File: src/hdl/ntc_pkg.sv
// Shared types, codes and output-order tables for the near-plane clipper.
`default_nettype none
package ntc_pkg;

  localparam int NCOMP = 8;

  // One vertex: components x, y, z, w, attr_0..attr_3 at indices 0..7.
  typedef logic [NCOMP-1:0][31:0] vtx_t;

  typedef struct packed {
    logic [1:0]         corner;
    logic signed [31:0] pos_x;
    logic signed [31:0] pos_y;
    logic signed [31:0] pos_z;
    logic signed [31:0] pos_w;
    logic signed [31:0] attr_0;
    logic signed [31:0] attr_1;
    logic signed [31:0] attr_2;
    logic signed [31:0] attr_3;
  } in_item_t;

  typedef struct packed {
    logic [1:0]         out_corner;
    logic signed [31:0] out_x;
    logic signed [31:0] out_y;
    logic signed [31:0] out_z;
    logic signed [31:0] out_w;
    logic signed [31:0] out_attr_0;
    logic signed [31:0] out_attr_1;
    logic signed [31:0] out_attr_2;
    logic signed [31:0] out_attr_3;
    logic               end_of_triangle;
    logic               end_of_run;
  } out_item_t;

  // Which corners are behind the near plane.
  typedef enum logic [2:0] {
    CLIP_AB, CLIP_AC, CLIP_A, CLIP_BC, CLIP_B, CLIP_C, CLIP_NONE
  } clip_case_t;

  typedef enum logic [1:0] { EDGE_AB, EDGE_AC, EDGE_BC } edge_t;

  // Source of one emitted vertex.
  typedef enum logic [2:0] { SRC_A, SRC_B, SRC_C, SRC_X, SRC_Y } src_t;

  localparam logic [1:0] CORNER_0 = 2'd0;
  localparam logic [1:0] CORNER_1 = 2'd1;
  localparam logic [1:0] CORNER_2 = 2'd2;

  // Request from the front end to the back end.
  typedef struct packed {
    clip_case_t ccase;
    vtx_t       a;
    vtx_t       b;
    vtx_t       c;
  } job_t;

  typedef enum logic [2:0] {
    BE_IDLE, BE_SETUP, BE_DIV, BE_SAT, BE_MUL, BE_ADD, BE_EMIT
  } be_state_t;

  function automatic edge_t edge_x(clip_case_t cc);
    edge_t e;
    unique case (cc)
      CLIP_AB, CLIP_C:                   e = EDGE_AC;
      CLIP_AC, CLIP_A, CLIP_BC, CLIP_B:  e = EDGE_AB;
      default:                           e = EDGE_AB;
    endcase
    return e;
  endfunction

  function automatic edge_t edge_y(clip_case_t cc);
    edge_t e;
    unique case (cc)
      CLIP_A, CLIP_BC: e = EDGE_AC;
      default:         e = EDGE_BC;
    endcase
    return e;
  endfunction

  function automatic logic [2:0] seq_len(clip_case_t cc);
    logic [2:0] n;
    unique case (cc)
      CLIP_A, CLIP_B, CLIP_C: n = 3'd6;
      default:                n = 3'd3;
    endcase
    return n;
  endfunction

  function automatic src_t seq_src(clip_case_t cc, logic [2:0] k);
    src_t s;
    s = SRC_A;
    unique case (cc)
      CLIP_AB: s = (k == 3'd0) ? SRC_Y : (k == 3'd1) ? SRC_C : SRC_X;
      CLIP_AC: s = (k == 3'd0) ? SRC_X : (k == 3'd1) ? SRC_B : SRC_Y;
      CLIP_BC: s = (k == 3'd0) ? SRC_Y : (k == 3'd1) ? SRC_A : SRC_X;
      CLIP_A: begin
        unique case (k)
          3'd0:       s = SRC_X;
          3'd1, 3'd4: s = SRC_B;
          3'd2, 3'd3: s = SRC_Y;
          default:    s = SRC_C;
        endcase
      end
      CLIP_B: begin
        unique case (k)
          3'd0:       s = SRC_Y;
          3'd1, 3'd4: s = SRC_C;
          3'd2, 3'd3: s = SRC_X;
          default:    s = SRC_A;
        endcase
      end
      CLIP_C: begin
        unique case (k)
          3'd0:       s = SRC_X;
          3'd1, 3'd4: s = SRC_A;
          3'd2, 3'd3: s = SRC_Y;
          default:    s = SRC_B;
        endcase
      end
      default: s = (k == 3'd0) ? SRC_A : (k == 3'd1) ? SRC_B : SRC_C;
    endcase
    return s;
  endfunction

endpackage
`default_nettype wire

File: src/hdl/ntc_queue.sv
// Two-entry request queue between front and back ends.
`default_nettype none
module ntc_queue
  import ntc_pkg::*;
(
  input  wire logic clk,
  input  wire logic rst,
  input  wire logic push,
  input  wire job_t wdata,
  input  wire logic pop,
  output logic      full,
  output logic      nonempty,
  output job_t      rdata
);

  job_t       mem [2];
  logic       wptr;
  logic       rptr;
  logic [1:0] count;

  assign full     = (count == 2'd2);
  assign nonempty = (count != 2'd0);
  assign rdata    = mem[rptr];

  always_ff @(posedge clk) begin
    if (push) mem[wptr] <= wdata;
  end

  always_ff @(posedge clk) begin
    if (rst) begin
      wptr  <= 1'b0;
      rptr  <= 1'b0;
      count <= 2'd0;
    end else begin
      if (push) wptr <= !wptr;
      if (pop)  rptr <= !rptr;
      count <= count + 2'(push) - 2'(pop);
    end
  end

endmodule
`default_nettype wire

File: config.mk
export PLATFORM = sky130hd
export DESIGN_NAME = ntc_queue
export DESIGN_NICKNAME = d
export VERILOG_FILES = /design/src/hdl/ntc_pkg.sv /design/src/hdl/ntc_queue.sv
export SDC_FILE = /design/constraint.sdc
export NUM_CORES = 1
export LEC_CHECK = 0
export BUFFER_PORTS_ARGS = -buffer_cell sky130_fd_sc_hd__buf_2
export CORE_AREA = 2 2 607 609
export CTS_BUF_LIST = sky130_fd_sc_hd__clkbuf_4 sky130_fd_sc_hd__clkbuf_8
export DETAILED_ROUTE_END_ITERATION = 7
export DIE_AREA = 0 0 609 611
export PLACE_DENSITY = 0.39
export SLEW_MARGIN = 10
export SYNTH_ARGS = -nofsm -noshare
export SYNTH_HDL_FRONTEND = slang
export SYNTH_SLANG_ARGS = --single-unit
File: constraint.sdc
create_clock -name clk -period 48 [get_ports clk]
set_clock_uncertainty 0.1 [all_clocks]
set_input_delay 2.4 -clock clk [delete_from_list [all_inputs] [get_ports clk]]
set_output_delay 2.4 -clock clk [all_outputs]
set_load 0.005 [all_outputs]
==> impl_metrics.py <==
metrics = {
    "run_status": {
        "status": "finished, final reports clean",
    },
    "setup_path": {
        "critical_path_class": "flip-flop to output port",
        "worstPathMaxFanout": 66,
        "r2r_slack_ps": 42830,
        "worstReg2RegEnd": "mem[1][672]",
        "rr_startpoint": "wptr",
        "slowest_delay_ps": 1070,
        "path_cells": "buf_4 > buf_4 > buf_4 > mux2_2 > buf_2",
        "arrival_ps": 5210,
        "critPathRequiredTime_ps": 45500,
        "reg2reg_depth": 6,
        "end_kind": "output port",
        "slowest_stage": "dfxtp_4",
        "path_common_cell": "buf_4",
        "startpoint_type": "flip-flop",
    },
    "logic_synthesis": {
        "ys_seq_elements": 1547,
        "yosysTopAreaCell": "edfxtp_1",
        "yosysWarnings": 0,
        "synth_area_leaders": "edfxtp_1, mux2_2, mux2_4, buf_4, buf_6",
        "synth_top_cell_area_share_pct": 81.8,
        "synth_nets": 3197,
        "syn_avg_cell_area_sq_um": 23.4,
        "synthCells": 2420,
        "yosys.cell_types.count": 15,
        "ys_seq_area_share_pct": 82.0,
        "synth_area_sq_um": 56600,
    },
    "route": {
        "drt-vias-per-instance": 3.51,
        "ant_nets": 0,
        "drc": 0,
        "wl_per_cell_um": 28.8,
        "wl_mm": 269,
        "vias": 32900,
        "first_pass_iters": 5,
        "drt_iter0_markers": 2504,
    },
    "timing": {
        "slew-limit-headroom_pct": 20.4,
        "setup_slack_ps": 40290,
        "fin_crit_sh_pct": 16.1,
        "drv_slew": 0,
        "tightestPinTransition_ps": 1190,
        "hold_viol": 0,
        "max_freq_mhz": 130,
        "setup_viol": 0,
        "whs_ps": 420,
        "fin_crit_ps": 7710,
        "setup-tns-final_ps": 0,
        "rsz0062_at_grt": "false",
    },
    "floorplanning": {
        "die_w_um": 609,
        "std_cell_rows": 222,
        "die_h_um": 611,
        "start_util_pct": 15.5,
        "die_area_sq_um": 372000,
        "core_sq_um": 365000,
        "num_io_pins": 1548,
    },
    "grt": {
        "grt_pass1_vias": 33300,
        "grt_pass1_wl_mm": 338,
        "grt_start_max_net_pins": 146,
        "antenna_found_initial": 350,
        "overflow": 0,
        "groute.usage.overall_pct": 13.8,
    },
    "cts": {
        "clkSinkCount": 1547,
        "tritoncts": "built",
        "htreeDepth": 5,
        "numCtsBuffers": 306,
        "path_clk_slew_ps": 60,
        "ctsResizeCount": 0,
        "clk_latency_ps": 1010,
        "cts_buffer_depth": 4,
        "cts_root_buffer": "clkbuf_8",
        "ctsHoldBuffers": 0,
        "post-cts-setup-buffers": 0,
    },
    "finish": {
        "drive_gt1_share_pct": 63.7,
        "syn2layout_area_growth_pct": 35.1,
        "nNetsFinal": 5002,
        "fin_cells": 9357,
        "fill_cells": 38900,
    },
    "pwr": {
        "total_power_mw": 3.38,
        "power.leakage_nw": 27.8,
        "powerDensity_nw_per_um2": 44.2,
        "ir_drop_uv": 18.9,
    },
    "min_path": {
        "min_delay_path_depth": 2,
        "hold_path_class": "flip-flop to flip-flop",
        "hold_start": "rptr",
    },
    "place": {
        "dp.final_hpwl_mm": 214,
        "dp_cells": 8733,
        "portBuffers": 1547,
        "gp_congestion": 0.857,
        "preCtsSetupSlack_ps": 40640,
    },
    "run": {
        "max_cap_violations": 0,
    },
}
worst max-delay path, delay by kind of cell (launching register included):
family / cells / cell delay, ps
buf+inv: 4 / 2460
flops: 1 / 1070
mux: 1 / 430
routing by layer:
layer | GRT usage, % | vias up | part of all wire [%]
met5 | 0 | - | 0.37
met4 | 5.06 | 148 | 4.4
met3 | 6.22 | 900 | 11
met2 | 24.3 | 1856 | 50
met1 | 14.4 | 16500 | 35
li1 | - | 13500 | -
power breakdown:
group	internal (mW)	switching (mW)
registers	1.58	0.0232
clock network	0.783	0.620
logic	0.156	0.218
total	2.52	0.862
cell type report:
cell class	count	area (sq um)	share of cell area [%]
inverters	2	7.51	0.00982
repair buffers	1583	8060	10.5
flip-flops and latches	1547	46400	60.7
clock buffers	396	4890	6.40
diodes	73	183	0.239
well taps	4816	6030	7.88
clock inverters	155	1390	1.82
multi-input cells	785	9520	12.4
flip-flops by register name, summed over array words and instances (netlist names), named ones only:
| name | flops |
|---|---|
| mem | 1542 |
| rptr | 1 |
| wptr | 1 |
| count | 2 |
worst max-delay path by stage:
| stage | cells past startpoint | slack (ps) | end |
|---|---|---|---|
| detailed placement | 7 | 40640 | mem[1][685] |
| finish | 5 | 40290 | rdata[770] |
| floorplan | 1 | 10470 | mem[0][0] |
| CTS | 5 | 39980 | rdata[103] |
| global route | 5 | 39930 | rdata[103] |
| global placement | 7 | 40720 | mem[1][685] |
placed cells by master (no fill, tap or decap):
| master | count |
|---|---|
| clkinvlp_4 | 8 |
| and2_4 | 1 |
| clkinv_1 | 65 |
| xnor2_1 | 2 |
| inv_8 | 5 |
| mux2_2 | 581 |
| ha_1 | 2 |
| clkinv_8 | 3 |
| inv_12 | 7 |
| clkbuf_4 | 89 |
| inv_1 | 2 |
| mux2_4 | 190 |
| clkinv_2 | 39 |
| or2_2 | 1 |
| nor2b_1 | 2 |
| bufinv_16 | 20 |
| buf_2 | 1547 |
| dfxtp_1 | 4 |
| clkbuf_8 | 307 |
| inv_6 | 7 |
| dfxtp_4 | 1 |
| nor2_1 | 4 |
| buf_4 | 32 |
| nor2b_4 | 1 |
| buf_12 | 4 |
| clkinv_4 | 1 |
| xnor3_1 | 1 |
| edfxtp_1 | 1542 |
| diode_2 | 73 |
synth_stat cells:
cell type,instances
xnor2_1,2
and2_1,1
nor2b_1,3
buf_6,22
ha_1,2
buf_2,14
or2_2,1
mux2_2,581
xnor3_1,1
edfxtp_1,1542
dfxtp_1,5
buf_4,50
inv_1,2
nor2_1,4
mux2_4,190
logic make-up after synthesis:
| kind of cell | share of synthesized area (%) |
|---|---|
| xor+xnor | 0.0707 |
| fa+ha+maj | 0.0442 |
| buf+inv | 1.24 |
| flops | 82.0 |
| mux | 16.6 |
| simple gates | 0.0818 |
metrics by stage:
stage	instance area (sq um)	util, %
6_report	76500	21.0
5_1_grt	76300	20.9
4_1_cts	76300	20.9
3_5_place_dp	70000	19.2
3_3_place_gp	70000	19.2
2_1_floorplan	56600	-
Power figures use the tool's default switching activity.
