[src/hdl/ntc_pkg.sv]
// Shared types, codes and output-order tables for the near-plane clipper.
`default_nettype none
package ntc_pkg;

  localparam int NCOMP = 8;

  // One vertex: components x, y, z, w, attr_0..attr_3 at indices 0..7.
  typedef logic [NCOMP-1:0][31:0] vtx_t;

  typedef struct packed {
    logic [1:0]         corner;
    logic signed [31:0] pos_x;
    logic signed [31:0] pos_y;
    logic signed [31:0] pos_z;
    logic signed [31:0] pos_w;
    logic signed [31:0] attr_0;
    logic signed [31:0] attr_1;
    logic signed [31:0] attr_2;
    logic signed [31:0] attr_3;
  } in_item_t;

  typedef struct packed {
    logic [1:0]         out_corner;
    logic signed [31:0] out_x;
    logic signed [31:0] out_y;
    logic signed [31:0] out_z;
    logic signed [31:0] out_w;
    logic signed [31:0] out_attr_0;
    logic signed [31:0] out_attr_1;
    logic signed [31:0] out_attr_2;
    logic signed [31:0] out_attr_3;
    logic               end_of_triangle;
    logic               end_of_run;
  } out_item_t;

  // Which corners are behind the near plane.
  typedef enum logic [2:0] {
    CLIP_AB, CLIP_AC, CLIP_A, CLIP_BC, CLIP_B, CLIP_C, CLIP_NONE
  } clip_case_t;

  typedef enum logic [1:0] { EDGE_AB, EDGE_AC, EDGE_BC } edge_t;

  // Source of one emitted vertex.
  typedef enum logic [2:0] { SRC_A, SRC_B, SRC_C, SRC_X, SRC_Y } src_t;

  localparam logic [1:0] CORNER_0 = 2'd0;
  localparam logic [1:0] CORNER_1 = 2'd1;
  localparam logic [1:0] CORNER_2 = 2'd2;

  // Request from the front end to the back end.
  typedef struct packed {
    clip_case_t ccase;
    vtx_t       a;
    vtx_t       b;
    vtx_t       c;
  } job_t;

  typedef enum logic [2:0] {
    BE_IDLE, BE_SETUP, BE_DIV, BE_SAT, BE_MUL, BE_ADD, BE_EMIT
  } be_state_t;

  function automatic edge_t edge_x(clip_case_t cc);
    edge_t e;
    unique case (cc)
      CLIP_AB, CLIP_C:                   e = EDGE_AC;
      CLIP_AC, CLIP_A, CLIP_BC, CLIP_B:  e = EDGE_AB;
      default:                           e = EDGE_AB;
    endcase
    return e;
  endfunction

  function automatic edge_t edge_y(clip_case_t cc);
    edge_t e;
    unique case (cc)
      CLIP_A, CLIP_BC: e = EDGE_AC;
      default:         e = EDGE_BC;
    endcase
    return e;
  endfunction

  function automatic logic [2:0] seq_len(clip_case_t cc);
    logic [2:0] n;
    unique case (cc)
      CLIP_A, CLIP_B, CLIP_C: n = 3'd6;
      default:                n = 3'd3;
    endcase
    return n;
  endfunction

  function automatic src_t seq_src(clip_case_t cc, logic [2:0] k);
    src_t s;
    s = SRC_A;
    unique case (cc)
      CLIP_AB: s = (k == 3'd0) ? SRC_Y : (k == 3'd1) ? SRC_C : SRC_X;
      CLIP_AC: s = (k == 3'd0) ? SRC_X : (k == 3'd1) ? SRC_B : SRC_Y;
      CLIP_BC: s = (k == 3'd0) ? SRC_Y : (k == 3'd1) ? SRC_A : SRC_X;
      CLIP_A: begin
        unique case (k)
          3'd0:       s = SRC_X;
          3'd1, 3'd4: s = SRC_B;
          3'd2, 3'd3: s = SRC_Y;
          default:    s = SRC_C;
        endcase
      end
      CLIP_B: begin
        unique case (k)
          3'd0:       s = SRC_Y;
          3'd1, 3'd4: s = SRC_C;
          3'd2, 3'd3: s = SRC_X;
          default:    s = SRC_A;
        endcase
      end
      CLIP_C: begin
        unique case (k)
          3'd0:       s = SRC_X;
          3'd1, 3'd4: s = SRC_A;
          3'd2, 3'd3: s = SRC_Y;
          default:    s = SRC_B;
        endcase
      end
      default: s = (k == 3'd0) ? SRC_A : (k == 3'd1) ? SRC_B : SRC_C;
    endcase
    return s;
  endfunction

endpackage
`default_nettype wire

[src/hdl/ntc_front.sv]
// Front end: holds corners 0 and 1, classifies each triangle, issues requests.
`default_nettype none
module ntc_front
  import ntc_pkg::*;
#(
  parameter int VARY_DIM = 8
) (
  input  wire logic     clk,
  input  wire logic     rst,
  input  wire in_item_t vertex,
  input  wire logic     accept,
  input  wire logic     q_full,
  output logic          q_push,
  output job_t          q_data
);

  vtx_t       slot0;
  vtx_t       slot1;
  vtx_t       cur;
  logic [1:0] corner_count;
  logic       ca, cb, cc;

  // Unpack and zero components past the varying count.
  always_comb begin
    cur = {vertex.attr_3, vertex.attr_2, vertex.attr_1, vertex.attr_0,
           vertex.pos_w, vertex.pos_z, vertex.pos_y, vertex.pos_x};
    for (int i = 0; i < NCOMP; i++) begin
      if (i >= VARY_DIM) cur[i] = '0;
    end
  end

  function automatic logic clipped(vtx_t v);
    logic signed [32:0] s;
    s = 33'(signed'(v[3])) + 33'(signed'(v[2]));
    return (signed'(v[3]) <= 0) || (s < 0);
  endfunction

  assign ca = clipped(slot0);
  assign cb = clipped(slot1);
  assign cc = clipped(cur);

  // Classification into one of the clip cases.
  always_comb begin
    q_data.a = slot0;
    q_data.b = slot1;
    q_data.c = cur;
    priority if (ca && cb) q_data.ccase = CLIP_AB;
    else if (ca && cc)     q_data.ccase = CLIP_AC;
    else if (ca)           q_data.ccase = CLIP_A;
    else if (cb && cc)     q_data.ccase = CLIP_BC;
    else if (cb)           q_data.ccase = CLIP_B;
    else if (cc)           q_data.ccase = CLIP_C;
    else                   q_data.ccase = CLIP_NONE;
  end

  assign q_push = accept && (vertex.corner == CORNER_2) && (corner_count == 2'd2)
                  && !(ca && cb && cc) && !q_full;

  // Held corners.
  always_ff @(posedge clk) begin
    if (accept && vertex.corner == CORNER_0) slot0 <= cur;
    if (accept && vertex.corner == CORNER_1) slot1 <= cur;
  end

  // Corner sequence tracking.
  always_ff @(posedge clk) begin
    if (rst) begin
      corner_count <= 2'd0;
    end else if (accept) begin
      unique case (vertex.corner)
        CORNER_0: corner_count <= 2'd1;
        CORNER_1: corner_count <= (corner_count == 2'd1) ? 2'd2 : 2'd0;
        CORNER_2: corner_count <= 2'd0;
        default:  corner_count <= corner_count;
      endcase
    end
  end

endmodule
`default_nettype wire

[config.mk]
export PLATFORM = sky130hd
export DESIGN_NAME = ntc_front
export DESIGN_NICKNAME = d
export VERILOG_FILES = /design/src/hdl/ntc_pkg.sv /design/src/hdl/ntc_front.sv
export SDC_FILE = /design/constraint.sdc
export NUM_CORES = 1
export LEC_CHECK = 0
export BUFFER_PORTS_ARGS = -buffer_cell sky130_fd_sc_hd__buf_2
export CAP_MARGIN = 5
export CORE_AREA = 3 3 405 407
export DETAILED_ROUTE_END_ITERATION = 7
export DIE_AREA = 0 0 408 410
export GPL_TIMING_DRIVEN = 0
export PLACE_DENSITY = 0.34
export REMOVE_ABC_BUFFERS = 1
export SLEW_MARGIN = 20
export SYNTH_ARGS = -nofsm -noshare
export SYNTH_HDL_FRONTEND = slang
export SYNTH_SLANG_ARGS = --single-unit
[constraint.sdc]
create_clock -name clk -period 14.1 [get_ports clk]
set_input_delay 1.41 -clock clk [delete_from_list [all_inputs] [get_ports clk]]
set_output_delay 1.41 -clock clk [all_outputs]
set_load 0.02 [all_outputs]
==> metrics.csv, run 1 <==
metric;value;unit
setup tns final;0;ns
Synth-to-Final Area Change;43.62;%
CTS root buf;clkbuf_16;
total grt overflow;0;
largest net degree at the start of global routing;48;
yosys warns;0;
TritonCTS Sinks;514;
worst min path class;reg -> reg;
synth top area cells;edfxtp_1, buf_4, ha_1, a21oi_1, nor4_1;
register area;0.01541;sq mm
drt first-iter violations;617;
Reg clk slew, reported paths;0.06;ns
mean routed wirelength per cell;24.24;um
setup repair bufs after CTS;0;
Syn Inst Count;1078;
Critical Path Fanout Max;4;
peak supply drop;96.09;uV
Arr. time, crit path;4.56;ns
vias per cell;3.083;
Yosys cell types;35;
GP Congestion;0.7969;
via count;12830;
initial core utilization;0.1228;
All-Layer GR Usage;0.1156;
flops & latches, synth;514;
Yosys top cell by area;edfxtp_1;
Port-buffer cells;1033;
first-pass GRT wire length;128500;um
Resized cells post-CTS;0;
Max H-tree Level;3;
cts bufs inserted;68;
Layout Nets;2298;
Detailed Route WL;100900;um
share of layout cells above drive strength 1;0.5790;
Max-cap violations;0;
Clk Latency, worst-skew pair;0.63;ns
# DRC;0;
fmax;0.1674;GHz
die area;0.1673;sq mm
DPL Wire Length;84320;um
Final Cycle Share;0.4236;
Worst Hold Launch;corner_count[0];
RR Startpoint;corner_count[0];
reg2reg path depth;3;
num ports;1034;
Crit Path Class;reg -> out;
Hold Path Cell Cnt;2;
CTS tree;done;
status;completed;
initial antenna violation count;61;
worst r2r dst;corner_count[1];
WP data required;12.69;ns
Synth top area share;0.7798;
CP endpoint kind;output pin;
Slew Limit Fails;0;
multi-input logic area;0.002364;sq mm
hold_buf cts;0;
post-synthesis sequential area ratio;0.7818;
maximum clock insertion buffer count;3;
total power draw;4053;uW
number of global-route vias before repair;13030;
Die Span X;408;um
Hold Path End;corner_count[0];
# rows;147;
DRT Pass-1 Iters;4;
Final min period;5.973;ns
Syn Area/Cell;18.29;sq um
RSZ-0062 raised after global routing;false;
r2r setup slk;13.29;ns
Slew @ Worst Pin;1.085;ns
startpoint type of the worst setup path;flop;
Core ar.;0.1606;sq mm
power density over the cells;143.1;mW/mm^2
post-route antenna net violation count;0;
leakage;0.01114;uW
Worst Clk Skew;0.00009392;ns
Die Y;410;um
Layout fillers;17620;
Syn Std Cell Area;0.01972;sq mm
worst slew margin relative to its limit;0.2699;
final hold vios;0;
Final Setup Violations;0;
critical path, cell delays in order (launching register included):
cell and delay [ns]:
edfxtp_1 0.43, ha_1 0.35, nand4_1 0.34, nor3_1 0.69, nand2_1 0.35, a31oi_1 0.54, o31ai_1 0.33, or4_1 0.58
o21ai_1 0.12, buf_2 0.20
how the worst max path moves through the flow:
stage,to,cells after the start,slack [ns],start
floorplan,q_data[256],3,6.01,vertex[257]
global placement,q_data[643],4,0.95,vertex[256]
detailed placement,q_data[769],10,7.98,vertex[171]
CTS,q_data[769],9,7.86,q_data[375]
global route,q_data[769],10,7.87,vertex[171]
finish,q_data[769],9,8.13,q_data[375]
through the flow:
step | cells | hold WS (ns) | worst slack, ns | instance area [sq um] | util
detailed placement | 4028 | 0.5097 | 7.978 | 25990 | 0.1619
global placement | 4015 | 0.5079 | 0.9546 | 25670 | 0.1599
finish | 4162 | 0.5096 | 8.127 | 28320 | 0.1764
floorplan | 822 | 0.4858 | 6.009 | 17790 | -
global route | 4152 | 0.5706 | 7.865 | 28290 | 0.1762
CTS | 4148 | 0.5169 | 7.860 | 28280 | 0.1761
cells in the mapped netlist:
cell type  instances
buf_4            256
nor3_1             7
or4_1              1
nor4_1            24
nor2_1            18
edfxtp_1         512
o211a_1            1
a21boi_1           1
a22oi_1            3
o21ai_1           10
a211oi_1           2
nor4_2             1
nand2b_1           1
o2111ai_1          1
a31oi_1            4
o21ai_0           10
and4_1             3
a21o_1             4
o31ai_1            1
nand4_1           20
a221oi_1           4
nor4bb_1           1
a221oi_2           1
dfxtp_1            2
nand3_1            9
a311oi_1           2
nor4b_1            1
nor2b_1            1
nand2_1           30
o41ai_1            1
ha_1              98
a21oi_1           36
inv_1              9
mux2_2             1
and2_1             2
power by group:
group / internal, uW / switching (uW) / total (uW)
Clock: 1070 / 737 / 1810
Combinational: 128 / 327 / 455
Sequential: 1760 / 29.1 / 1790
cells by family (layout without fill, tap and decap cells):
| logic type | count (synthesis) | after routing | share of synthesized area |
|---|---|---|---|
| compound gates | 81 | 81 | 0.02450 |
| mux | 1 | 1 | 0.0005711 |
| buf+inv | 265 | 1175 | 0.09919 |
| other cells | 0 | 14 | 0 |
| fa+ha+maj | 98 | 98 | 0.06219 |
| flops | 514 | 514 | 0.7818 |
| simple gates | 119 | 119 | 0.03173 |
flip-flops by register name (all words and copies together), names as in the netlist:
name          flops
q_data          512
corner_count      2
cell type report:
class | instances | share of cell area
multi-input cells | 299 | 0.08347
clock inverters | 35 | 0.01851
diodes | 14 | 0.001237
well taps | 2160 | 0.09544
repair buffers | 1046 | 0.1934
clock buffers | 85 | 0.06235
flip-flops and latches | 514 | 0.5444
inverters | 9 | 0.001193
cells in the final DEF (no fill, tap or decap), types with 9 or more instances in the layout:
cell type     n
buf_2      1033
edfxtp_1    512
ha_1         98
clkbuf_16    68
a21oi_1      36
nand2_1      30
nor4_1       22
nand4_1      20
nor2_1       18
clkbuf_1     17
diode_2      14
clkinv_2     11
o21ai_1      10
o21ai_0      10
inv_1         9
nand3_1       9
bufinv_16     9
per-layer routing:
| layer | vias to the layer above | global-route usage | wire length (um) |
|---|---|---|---|
| met5 | - | 0 | 53 |
| met4 | 8 | 0.02834 | 2230 |
| met3 | 155 | 0.04392 | 9225 |
| met2 | 688 | 0.2033 | 51300 |
| met1 | 6338 | 0.1314 | 38080 |
| li1 | 5641 | - | - |
No activity file was read; power rests on OpenSTA's default activity.
==> inputs of run 2 (changes only) <==
--- a/config.mk
+++ b/config.mk
@@ -11,7 +11,7 @@
 export DETAILED_ROUTE_END_ITERATION = 7
 export DIE_AREA = 0 0 408 410
 export GPL_TIMING_DRIVEN = 0
-export PLACE_DENSITY = 0.34
+export PLACE_DENSITY = 0.35
 export REMOVE_ABC_BUFFERS = 1
 export SLEW_MARGIN = 20
 export SYNTH_ARGS = -nofsm -noshare
==> constraint.sdc (replaced) <==
create_clock -name clk -period 4.9 [get_ports clk]
set_input_delay 0.49 -clock clk [delete_from_list [all_inputs] [get_ports clk]]
set_output_delay 0.49 -clock clk [all_outputs]
set_load 0.02 [all_outputs]
==> run 2 against run 1 <==
Final cell count rose by 3.1%; via count rose by 3.4%; critical endpoint unchanged; first-iteration DRC count rose by 3.7%.
==> metrics.csv, run 2 (synthesized netlist as in run 1, its figures left out) <==
metric;value;unit;change
status;completed;;unchanged
CTS tree;done;;unchanged
Core ar.;0.1606;sq mm;unchanged
most common cell type on the critical path;ha_1;;
first-pass GRT wire length;129000;um;was 128500 um
TritonCTS Sinks;514;;unchanged
power density over the cells;382.9;mW/mm^2;was 143.1 mW/mm^2
CP Launch Point;q_data[371];;was q_data[375]
num ports;1034;;unchanged
number of global-route vias before repair;13440;;was 13030
Slew @ Worst Pin;1.200;ns;was 1.085 ns
Arr. time, crit path;4.06;ns;was 4.56 ns
Max H-tree Level;2;;was 3
Reg clk slew, reported paths;0.07;ns;was 0.06 ns
peak supply drop;285.4;uV;was 96.09 uV
fmax;0.2199;GHz;
worst slew margin relative to its limit;0.1927;;was 0.2699
most common cell after layout, fill and taps aside;buf_2;;unchanged
total grt overflow;0;;unchanged
CP top delay family;compound AO/OA/AOI/OAI gates;;was simple AND/OR/NAND/NOR gates
RR Startpoint;corner_count[0];;unchanged
post-route antenna net violation count;0;;unchanged
# DRC;0;;unchanged
number of flip-flops in the largest register;512;;unchanged
Clk Latency, worst-skew pair;0.64;ns;was 0.63 ns
r2r setup slk;4.09;ns;was 13.29 ns
startpoint type of the worst setup path;flop;;unchanged
Port-buffer cells;1033;;unchanged
worst r2r dst;corner_count[1];;unchanged
met1 Usage GRT;0.1312;;was 0.1314
cell depth of the worst setup path;9;;unchanged
post-layout util;0.1834;;was 0.1764
largest net degree at the start of global routing;49;;was 48
GRT busiest layer;met2;;unchanged
Die Span X;408;um;unchanged
slowest cell on the critical path;edfxtp_1;;was nor3_1
reg2reg path depth;3;;unchanged
GP Congestion;0.7943;;was 0.7969
Final Setup Violations;0;;unchanged
share of layout cells above drive strength 1;0.5467;;was 0.5790
DPL Wire Length;83510;um;was 84320 um
Detailed Route WL;101100;um;was 100900 um
vias per cell;3.093;;was 3.083
CP Cell Sequence;ha_1 -> nand2_1 -> o21ai_0 -> a22oi_1 -> and4_1 -> o31ai_1 -> ha_1 -> o21ai_1 -> buf_2;;was ha_1 -> nand4_1 -> nor3_1 -> nand2_1 -> a31oi_1 -> o31ai_1 -> or4_1 -> o21ai_1 -> buf_2
pre-CTS WS;0.3204;ns;was 7.978 ns
CP bufs+invs;1;;unchanged
mean routed wirelength per cell;23.57;um;was 24.24 um
Final min period;4.548;ns;
Slew Limit Fails;0;;unchanged
initial core utilization;0.1228;;unchanged
CP endpoint kind;output pin;;unchanged
initial antenna violation count;34;;was 61
Final Cycle Share;0.9282;;
worst setup path end;q_data[769];;unchanged
maximum clock insertion buffer count;3;;unchanged
total power draw;11280;uW;was 4053 uW
Post-Place Cells;4030;;was 4028
Hold Path Cell Cnt;1;;was 2
Worst Clk Skew;0.0002652;ns;was 0.00009392 ns
setup tns final;0;ns;unchanged
Max-cap violations;0;;unchanged
Layout fillers;17560;;was 17620
Non-Filler Instances;4289;;was 4162
leakage;0.01161;uW;was 0.01114 uW
most frequent cells in the layout;buf_2, edfxtp_1, dlygate4sd3_1, ha_1, clkbuf_16;;was buf_2, edfxtp_1, ha_1, clkbuf_16, a21oi_1
met3 Use GR;0.04431;;was 0.04392
# rows;147;;unchanged
via count;13270;;was 12830
GR Util met2;0.1992;;was 0.2033
Synth-to-Final Area Change;49.38;%;was 43.62%
CTS root buf;clkbuf_16;;unchanged
drt first-iter violations;640;;was 617
final hold vios;0;;unchanged
All-Layer GR Usage;0.1149;;was 0.1156
Critical Path Fanout Max;4;;unchanged
Worst Slack Setup Final;0.3519;ns;was 8.127 ns
RSZ-0062 raised after global routing;false;;unchanged
Layout Nets;2427;;was 2298
slowest stage delay, CP;0.74;ns;was 0.69 ns
die area;0.1673;sq mm;unchanged
WP data required;4.41;ns;was 12.69 ns
worst min path class;in -> reg;;was reg -> reg
Die Y;410;um;unchanged
cts bufs inserted;61;;was 68
DRT Pass-1 Iters;5;;was 4
Crit Path Class;reg -> out;;unchanged
## run 2: cell count changes in the layout (fill, tap and decap cells not counted), moves of 2 or more
cell / delta
clkinv_16: -2
buf_4: +5
clkbuf_16: -7
clkinv_1: +9
diode_2: -5
dlygate4sd3_1: +133
buf_16: +2
clkinvlp_4: +3
nor4_2: +5
clkinv_2: +3
clkbuf_1: -12
nor4_1: -5
clkinv_4: +5
buf_12: -4
## run 2: layout make-up
type | count | area, sq um | share of cell area
antenna | 9 | 22.52 | 0.0007647
inverter | 9 | 33.78 | 0.001147
multi-input combinational | 299 | 2399 | 0.08144
clock inverter | 50 | 513.0 | 0.01742
clock buffer | 66 | 1545 | 0.05247
tap | 2160 | 2703 | 0.09176
sequential | 514 | 15410 | 0.5234
timing repair buffer | 1182 | 6822 | 0.2316
## run 2: how the worst min path moves through the flow
stage	startpoint	endpoint	slack, ns
global placement	corner_count[0]	corner_count[0]	0.51
floorplan	corner_count[0]	corner_count[0]	0.49
detailed placement	corner_count[0]	corner_count[0]	0.51
global route	vertex[193]	q_data[289]	0.02
CTS	vertex[251]	q_data[539]	0.0005
finish	vertex[9]	q_data[489]	0.08
## run 2: what timing repair did
action,4_1_cts,5_1_grt
endpoints found under the hold margin,262,0
buffers inserted,1,0
pin swaps,1,0
hold buffers,133,0
resized for setup,0,1
setup endpoints to repair,4,1
## run 2: through the flow
stage          hold slack (ns)  cell area (sq um)
2_1_floorplan           0.4858              17790
3_3_place_gp            0.5069              25670
3_5_place_dp            0.5119              26030
4_1_cts              0.0005047              29430
5_1_grt                0.01633              29440
6_report               0.07808              29450
## run 2: power breakdown
group	internal [uW]	total (uW)	switching (uW)
Combinational	439	1440	998
Sequential	5070	5160	89.4
Clock	2710	4680	1970
## run 2: routing by layer
| layer | share of wire | vias to the layer above |
|---|---|---|
| met1 | 0.38 | 6593 |
| met5 | 0.00074 | - |
| li1 | - | 5901 |
| met2 | 0.50 | 651 |
| met3 | 0.096 | 116 |
| met4 | 0.024 | 4 |
## run 2: worst reg2reg max path, stage by stage, from the launching register on
cell and delay [ns]:
dfxtp_1 0.35, nand3_1 0.07, mux2_2 0.26, nor2_1 0.07
==> inputs of run 3 (changes only) <==
--- a/config.mk
+++ b/config.mk
@@ -5,7 +5,7 @@
 export SDC_FILE = /design/constraint.sdc
 export NUM_CORES = 1
 export LEC_CHECK = 0
-export BUFFER_PORTS_ARGS = -buffer_cell sky130_fd_sc_hd__buf_2
+export BUFFER_PORTS_ARGS = -buffer_cell sky130_fd_sc_hd__buf_4
 export CAP_MARGIN = 5
 export CORE_AREA = 3 3 405 407
 export DETAILED_ROUTE_END_ITERATION = 7
==> run 3 against run 2 <==
Clock power up 2%; register-to-register slack worse by 0.02 ns; sequential power about the same; total power up 3.3%; design area up 10%; non-clock buffer count up 31; wire length up 4.9%; final cell count up 0.72%; via count up 1.0%; global-route usage up 0.68 points; critical path type is now in -> out.
==> metrics.csv, run 3 (synthesized netlist as in run 1, its figures left out) <==
metric;value;unit;change
TritonCTS Sinks;514;;unchanged
Post-Place Cells;4031;;was 4030
CP top delay family;compound AO/OA/AOI/OAI gates;;unchanged
vias per cell;3.102;;was 3.093
cell depth of the worst setup path;11;;was 9
share of layout cells above drive strength 1;0.5358;;was 0.5467
Hold Path Cell Cnt;1;;unchanged
DRT Pass-1 Iters;5;;unchanged
Crit Path Class;in -> out;;was reg -> out
Min Hold Slack;0.08159;ns;was 0.07808 ns
# DRC;0;;unchanged
total power draw;11650;uW;was 11280 uW
total grt overflow;0;;unchanged
first-pass GRT wire length;135600;um;was 129000 um
Max-cap violations;0;;unchanged
Critical Path Fanout Max;4;;unchanged
CTS tree;done;;unchanged
worst r2r dst;corner_count[1];;unchanged
# rows;147;;unchanged
Placed Area;0.02865;sq mm;was 0.02603 sq mm
WP data required;4.41;ns;about the same
Final Setup Violations;0;;unchanged
largest net degree at the start of global routing;48;;was 49
Synth-to-Final Area Change;64.25;%;was 49.38%
Slew Limit Fails;0;;unchanged
GP Congestion;0.7871;;was 0.7943
initial core utilization;0.1228;;unchanged
r2r setup slk;4.07;ns;was 4.09 ns
slowest cell on the critical path;o21ai_0;;was edfxtp_1
fmax;0.2299;GHz;was 0.2199 GHz
CP endpoint kind;output pin;;unchanged
most common cell after layout, fill and taps aside;buf_4;;was buf_2
maximum clock insertion buffer count;3;;unchanged
RR Startpoint;corner_count[0];;unchanged
Die Y;410;um;unchanged
Final Instance Area;0.03238;sq mm;was 0.02945 sq mm
CP Cell Sequence;dlygate4sd3_1 -> buf_4 -> ha_1 -> a21oi_1 -> o21ai_0 -> nand2_1 -> o2111ai_1 -> o41ai_2 -> or4_1 -> o21ai_1 -> buf_4;;was ha_1 -> nand2_1 -> o21ai_0 -> a22oi_1 -> and4_1 -> o31ai_1 -> ha_1 -> o21ai_1 -> buf_2
die area;0.1673;sq mm;unchanged
power density over the cells;359.7;mW/mm^2;was 382.9 mW/mm^2
final hold vios;0;;unchanged
Port-buffer cells;1033;;unchanged
Non-Filler Instances;4320;;was 4289
Clk Latency, worst-skew pair;0.61;ns;was 0.64 ns
mean routed wirelength per cell;24.55;um;was 23.57 um
number of global-route vias before repair;13850;;was 13440
Final min period;4.350;ns;was 4.548 ns
startpoint type of the worst setup path;input port;;was flop
peak supply drop;226.3;uV;was 285.4 uV
number of flip-flops in the largest register;512;;unchanged
Max H-tree Level;3;;was 2
num ports;1034;;unchanged
worst setup path end;q_data[769];;unchanged
slowest stage delay, CP;0.73;ns;was 0.74 ns
worst slew margin relative to its limit;0.3492;;was 0.1927
All-Layer GR Usage;0.1217;;was 0.1149
Final Cycle Share;0.8879;;was 0.9282
most frequent cells in the layout;buf_4, edfxtp_1, dlygate4sd3_1, ha_1, clkbuf_16;;was buf_2, edfxtp_1, dlygate4sd3_1, ha_1, clkbuf_16
CP Launch Point;vertex[177];;was q_data[371]
reg2reg path depth;3;;unchanged
Layout fillers;17320;;was 17560
cts bufs inserted;66;;was 61
RSZ-0062 raised after global routing;false;;unchanged
Layout Nets;2463;;was 2427
most common cell type on the critical path;buf_4;;was ha_1
via count;13400;;was 13270
Worst Clk Skew;0.0002809;ns;was 0.0002652 ns
status;completed;;unchanged
DPL Wire Length;86930;um;was 83510 um
drt first-iter violations;547;;was 640
Worst Hold Launch;vertex[203];;was vertex[9]
post-route antenna net violation count;0;;unchanged
Die Span X;408;um;unchanged
worst min path class;in -> reg;;unchanged
initial antenna violation count;23;;was 34
Detailed Route WL;106100;um;was 101100 um
Slew @ Worst Pin;0.9673;ns;was 1.200 ns
leakage;0.01264;uW;was 0.01161 uW
Arr. time, crit path;3.86;ns;was 4.06 ns
CP bufs+invs;3;;was 1
CTS root buf;clkbuf_16;;unchanged
Reg clk slew, reported paths;0.06;ns;was 0.07 ns
Core ar.;0.1606;sq mm;unchanged
[run 3: area by class of cell]
type / count / area [sq um] / area share
Antenna cell: 8 / 20.02 / 0.0006182
Clock buffer: 84 / 1762 / 0.05440
Clock inverter: 33 / 301.5 / 0.009311
Inverter: 9 / 33.78 / 0.001043
Multi-Input combinational cell: 299 / 2411 / 0.07445
Sequential cell: 514 / 15410 / 0.4760
Tap cell: 2160 / 2703 / 0.08345
Timing Repair Buffer: 1213 / 9739 / 0.3007
[run 3: how the worst min path moves through the flow]
stage / to / slack (ns)
2_1_floorplan: corner_count[0] / 0.49
3_3_place_gp: corner_count[0] / 0.51
3_5_place_dp: corner_count[0] / 0.51
4_1_cts: q_data[551] / 0.0007
5_1_grt: q_data[555] / 0.01
6_report: q_data[299] / 0.08
[run 3: power by group]
part           internal (uW)  switching [uW]  leakage [uW]
Sequential              5080            98.5       0.00472
Combinational            687            1030       0.00692
Clock                   2760            2000      0.000996
[run 3: routing by layer]
metal	GRT usage	wire length (um)	vias to the layer above
li1	-	-	5970
met1	0.1370	40670	6713
met2	0.2128	53850	604
met3	0.05024	9388	108
met4	0.02953	2117	6
met5	0	34	-
[run 3: metrics by stage]
stage	setup TNS (ns)	setup WS [ns]	utilization
6_report	0	0.5495	0.2017
5_1_grt	0	0.1317	0.2016
4_1_cts	0	0.02717	0.2015
3_5_place_dp	0	0.2740	0.1784
3_3_place_gp	-3655.17	-7.280	0.1760
2_1_floorplan	-1154.07	-2.271	-
[run 3: what timing repair did]
action,4_1_cts,5_1_grt
pin swaps,1,0
resized for setup,1,3
hold endpoints to repair,314,0
endpoints found under the setup margin,3,1
hold buffers,163,0
buffers inserted,1,0
